### src/rtl/cbmv_pkg.sv
// shared types and constants of the column block matrix vector multiply
// no dependencies; imported by every module of the block
package cbmv_pkg;

  localparam int ROWS_MAX = 64;
  localparam int COLS_MAX = 64;
  localparam int IDX_W    = 6;
  localparam int CNT_W    = 7;
  localparam int DATA_W   = 32;
  localparam int MAT_AW   = 2 * IDX_W;
  localparam int VEC_AW   = IDX_W + 1;
  localparam int MAT_DEPTH = ROWS_MAX * COLS_MAX;
  localparam int VEC_DEPTH = 2 * ROWS_MAX;
  localparam int QDEPTH   = 4;
  localparam int QAW      = 2;
  localparam int QCW      = 3;

  localparam logic [CNT_W-1:0] ROWS_LIM = CNT_W'(ROWS_MAX);
  localparam logic [CNT_W-1:0] COLS_LIM = CNT_W'(COLS_MAX);

  // register indexes on the configuration port
  localparam logic [1:0] REG_ROWS   = 2'd0;
  localparam logic [1:0] REG_COLS   = 2'd1;
  localparam logic [1:0] REG_OFFSET = 2'd2;

  // encoding follows the mode field
  typedef enum logic [1:0] {
    OP_MAT = 2'd0,
    OP_VEC = 2'd1,
    OP_MUL = 2'd2,
    OP_NOP = 2'd3
  } op_e;

  typedef enum logic [1:0] {
    ST_IDLE,
    ST_RUN,
    ST_DRAIN
  } state_e;

  typedef struct packed {
    op_e               op;
    logic [IDX_W-1:0]  row;
    logic [IDX_W-1:0]  col;
    logic [DATA_W-1:0] value;
  } item_t;

  typedef struct packed {
    logic [CNT_W-1:0] rows;
    logic [CNT_W-1:0] cols;
    logic [IDX_W-1:0] col_offset;
  } cfg_t;

  // travels with each product through the back pipeline
  typedef struct packed {
    logic             vld;
    logic             first;
    logic             lastcol;
    logic             lastrow;
    logic             use_v;
    logic [IDX_W-1:0] row;
  } tag_t;

endpackage

### src/rtl/cbmv_front.sv
// front end: accepts items, classifies the mode and queues the work
// depends on cbmv_pkg
module cbmv_front import cbmv_pkg::*; (
  input  logic              clk_i,
  input  logic              rst_ni,
  input  logic              start,
  input  logic [1:0]        mode_i,
  input  logic [IDX_W-1:0]  row_i,
  input  logic [IDX_W-1:0]  col_i,
  input  logic [DATA_W-1:0] value_i,
  output logic              busy,
  input  logic              pop_i,
  output item_t             item_o,
  output logic              empty_o
);

  item_t            q_mem [QDEPTH];
  logic [QAW-1:0]   wr_ptr_q, wr_ptr_d, rd_ptr_q, rd_ptr_d;
  logic [QCW-1:0]   count_q, count_d;
  item_t            in_item;
  logic             push;
  logic             pop;

  assign busy    = (count_q == QCW'(QDEPTH));
  assign empty_o = (count_q == '0);
  assign item_o  = q_mem[rd_ptr_q];

  always_comb begin
    in_item.op    = op_e'(mode_i);
    in_item.row   = row_i;
    in_item.col   = col_i;
    in_item.value = value_i;
  end

  // unused mode is dropped here and never reaches the back end
  assign push = start && !busy && (in_item.op != OP_NOP);
  assign pop  = pop_i && !empty_o;

  always_comb begin
    wr_ptr_d = push ? wr_ptr_q + 1'b1 : wr_ptr_q;
    rd_ptr_d = pop ? rd_ptr_q + 1'b1 : rd_ptr_q;
    count_d  = count_q + QCW'(push) - QCW'(pop);
  end

  always_ff @(posedge clk_i or negedge rst_ni) begin
    if (!rst_ni) begin
      wr_ptr_q <= '0;
      rd_ptr_q <= '0;
      count_q  <= '0;
    end else begin
      wr_ptr_q <= wr_ptr_d;
      rd_ptr_q <= rd_ptr_d;
      count_q  <= count_d;
    end
  end

  always_ff @(posedge clk_i) begin
    if (push) begin
      q_mem[wr_ptr_q] <= in_item;
    end
  end

endmodule

### config.mk
export PLATFORM = sky130hd
export DESIGN_NAME = cbmv_front
export DESIGN_NICKNAME = d
export VERILOG_FILES = /design/src/rtl/cbmv_pkg.sv /design/src/rtl/cbmv_front.sv
export SDC_FILE = /design/constraint.sdc
export NUM_CORES = 1
export LEC_CHECK = 0
export BUFFER_PORTS_ARGS = -buffer_cell sky130_fd_sc_hd__buf_2
export CAP_MARGIN = 20
export CORE_MARGIN = 4
export CORE_UTILIZATION = 57
export CTS_CLUSTER_DIAMETER = 150
export DETAILED_ROUTE_END_ITERATION = 12
export PLACE_DENSITY = 0.82
export SYNTH_ARGS = -nofsm -noshare
export SYNTH_HDL_FRONTEND = slang
export SYNTH_SLANG_ARGS = --single-unit
### constraint.sdc
create_clock -name clk_i -period 2.9 [get_ports clk_i]
set_clock_uncertainty 0.2 [all_clocks]
set_input_delay 0.87 -clock clk_i [delete_from_list [all_inputs] [get_ports clk_i]]
set_output_delay 0.87 -clock clk_i [all_outputs]
set_load 0.02 [all_outputs]
; Word-level counts from Yosys, hierarchy flattened
; Memory sizes are Yosys's and may differ from the RTL's.
; Index checks and enable logic that the tools add are counted.
[word_totals]
memories = 1
register_bits = 7
input_bits = 50
output_inout_bits = 48
wordCells = 18
ramBits = 184
[mem_list]
columns = name, depth, word_bits, read_ports, rd_clocked_by_memory_dff, wr, line_no
row1 = q_mem, 4, 46, 1, 0, 1, cbmv_front.sv:17  ; item_t q_mem [QDEPTH];
[classes]
muxes = 2
addsub = 4
n_eq_ne = 2
n_reduce_logical = 6
[ops]
columns = op, count
row1 = $add A2 B1 Y2 const B, 2
row2 = $add A3 B1 Y3, 1
row3 = $eq A3 B3 Y1 const B, 1
row4 = $logic_and A1 B1 Y1, 3
row5 = $logic_not A3 Y1, 1
row6 = $sub A3 B1 Y3, 1
row7 = $logic_not A1 Y1, 2
row8 = $mux W1, 2
row9 = $ne A2 B2 Y1 const B, 1

; Logic depth before layout (Yosys ltp)
[depth]
word_depth = 6
ltp_mapped = 9
depth_no_buf = 9

; Worst setup path after synthesis
; No wires, ideal clock.
[synth_path]
kind = input to register
startpoint = input port mode_i[0]
endpoint = memory q_mem[2][0] (netlist name), enable pin
path_buffers = 0
setup_slack_ns = -0.058
setup_ns = 0.408
t_arrival_ns = 2.350
required_time_ns = 2.292
path_stages = 2
cell_sequence = a211oi_4 > and2_1
[synth_via]
elab_chain_cells = 4
[synth_rtl]
columns = item, line_no
row1 = start: declaration, cbmv_front.sv:7  ; input logic [1:0] mode_i,
row2 = $ne A2 B2 Y1, cbmv_front.sv:36  ; assign push = start && !busy && (in_item.op != OP_NOP);
row3 = $logic_and A1 B1 Y1, cbmv_front.sv:36
row4 = $mux W1, cbmv_front.sv:58  ; if (push) begin
row5 = $mux W1 (not written as such), cbmv_front.sv:59  ; q_mem[wr_ptr_q] <= in_item;
row6 = end: declaration, cbmv_front.sv:17
; Every way passes these cells.

==> results by group <==
Pwr
  • VDD IR-drop max: 534 µV
  • Pwr Density: 1050 mW/mm²
  • Static leakage: 3.04 nW
  • Overall power: 9.14 mW

Placement
  • Pre-CTS setup slack: 65.6 ps
  • I/O Buffers: 97
  • Final Wtd Congestion: 0.741
  • HPWL after DPL: 7.66 mm
  • Dpl cell area: 0.00795 mm²
  • Inst Count DP: 549

Yosys
  • Ys async rst share: 0.0366
  • Post-synth top cells: 184 x edfxtp_1, 46 x mux4_2, 7 x dfrtp_1, 7 x inv_1, 6 x ha_1
  • Register area share after synthesis: 0.807
  • EDFF count, synth: 184
  • Complex-gate fraction of the synthesized area: 0.00408
  • Post-synth top area share: 0.783
  • Mux cell area share after synthesis: 0.148
  • Area share of fa/ha/maj cells after synthesis: 0.0135
  • Synth top area cells: edfxtp_1 78%, mux4_2 15%, dfrtp_1 2.5%
  • Main combinational cell family by area after synthesis: multiplexers
  • Synth warn: 0
  • Xor and xnor area share after synthesis: 0.00620
  • Synth area leader: edfxtp_1
  • Cells after Synth: 276
  • Top FF cell, synth: edfxtp_1
  • Post-synthesis cell area: 0.00706 mm²
  • Unique masters post-synth: 19
  • Simple-gate share of the synthesized area: 0.00656
  • Synthesized flop and latch total: 191
  • Mean Syn Cell Area: 25.6 µm²
  • Count leader, synth: edfxtp_1
  • Syn Nets: 333

Detailed routing
  • ANT nets after route: 0
  • Drt drc: 0
  • DRT iter0 DRCs: 234
  • Drt first pass iters: 4
  • WL/cell: 21.0 µm
  • Vias post-DR: 3,176
  • Routed wire length: 12.2 mm
  • Via density: 5.46

Timing
  • Fin. Hold Viols: 0
  • Worst-margin pin slew: 380 ps
  • Pins over their slew limit: 0
  • Worst setup margin: -5.92 ps
  • Final setup fails: 1
  • Worst hold slack: 69.1 ps
  • Minimum clock period: 2910 ps
  • Final worst path period share: 1.00
  • F_max: 344 MHz
  • Setup TNS: -5.92 ps
  • Slew HR: 0.747
  • RSZ-0062 raised after global routing: yes

Cells and area
  • Antenna diodes: 0
  • Layout cells sized above 1: 0.483
  • Layout area overhead: 23.1%
  • Post-Layout Cell Count: 582
  • Nets: 458
  • Design area: 0.00869 mm²
  • Final core utilization: 0.720

Clock tree
  • Postcts setup bufs: 0
  • Hold_buf cts: 0
  • H-tree depth: 4
  • Reg clk slew, reported paths: 70 ps
  • Clock sinks: 191
  • TritonCTS clock tree: built
  • Worst-Skew Late Latency: 420 ps
  • CTS Buf Count: 17
  • Clock tree buffer depth: 2
  • Clk root buf: clkbuf_16

Die
  • Die area: 0.0142 mm²
  • # rows: 40
  • Die Wd: 119 µm
  • Core area: 0.0121 mm²
  • IO Pins: 98
  • Initial Utilization: 0.585
  • Chip height: 119 µm

Run status
  • Violated checks: negative setup slack
  • Status: finished, violations left

Critical path
  • Crit. Startpoint: rd_ptr_q[0]$_DFFE_PN0P_
  • R2r setup slk: 480 ps
  • Setup CP Type: reg2out
  • Worst-path maximum fanout: 16
  • Reg-to-reg startpoint: count_q[2]$_DFF_PN0_
  • Worst path slowest cell: mux4_2
  • Crit. End Element: output pin
  • Setup crit start kind: flop
  • CP cell instances: buf_12, mux4_2, buf_2
  • Critical Path Max Stage Delay: 540 ps
  • WP data required: 1830 ps
  • CP arrival: 1840 ps

Job
  • Max-cap violations: 0

Global routing
  • Grt ovf: 0
  • First-pass GRT wire length: 19.4 mm
  • Initial antenna violation count: 1
  • GRT Util Overall: 0.186
  • Vias in the first global route: 3,446
  • Largest net degree at the start of global routing: 23

Worst hold path
  • Hold/Removal Path Class: in2async
-- per-layer routing --
metal	GRT usage	up-vias	wire length, µm
met3	0.0451	19	542
met2	0.314	88	6550
met5	0	-	7
met4	0.0759	2	238
li1	-	1416	-
met1	0.235	1651	4860
-- cells in the final DEF, fill, tap and decap left out, types with 6 or more instances in the layout --
cell and count:
mux4_2 46, edfxtp_1 184, buf_4 8, buf_6 9, clkbuf_16 17, buf_12 9, inv_1 7, buf_2 88
ha_1 6
-- worst max-delay path, delay by kind of cell (launching register included) --
family	cells	cell delay, ps
muxes	1	540
buffers and inverters	2	380
DFF	1	490
-- final timing paths --
check | cells after the start | end
max | 3 | item_o[4]
max in group asynchronous | 1 | rd_ptr_q[1]$_DFFE_PN0P_
max reg2reg | 9 | count_q[2]$_DFF_PN0_
min | 1 | count_q[0]$_DFF_PN0_
min in group clk_i | 1 | wr_ptr_q[1]$_DFFE_PN0P_
min reg2reg | 1 | wr_ptr_q[1]$_DFFE_PN0P_
-- power breakdown --
group          switching (mW)  leakage [nW]  internal, mW
Sequential              0.193          1.76          3.52
Combinational            1.57         0.971          1.39
Clock                   0.937         0.308          1.53
Total                    2.70          3.04          6.44
-- cell type report --
cell class / instances / area, µm²
clock buffer: 18 / 429
clock inverter: 14 / 214
fill: 699 / 3370
inverter: 7 / 26.3
multi-input combinational: 68 / 1270
sequential: 191 / 5710
tap: 168 / 210
timing repair buffer: 116 / 837
-- state kept, by name, summed over array words and instances (netlist names) --
| name | count |
|---|---|
| q_mem | 184 |
| count_q | 3 |
| rd_ptr_q | 2 |
| wr_ptr_q | 2 |
-- what timing repair did --
action,CTS,global route
setup endpoints to repair,30,46
gates resized for setup,14,6
pin swaps,0,0
gates cloned,1,0
-- cell families (layout without fill, tap and decap cells) --
| logic type | Yosys count | count (layout) |
|---|---|---|
| DFF | 191 | 191 |
| adders and majority gates | 7 | 7 |
| and+or+nand+nor | 7 | 7 |
| xor gates and xnor gates | 5 | 5 |
| buffers and inverters | 17 | 155 |
| muxes | 47 | 47 |
| AOI/OAI and AO/OA | 2 | 2 |
Note: power is estimated with default switching activity, not from simulation.
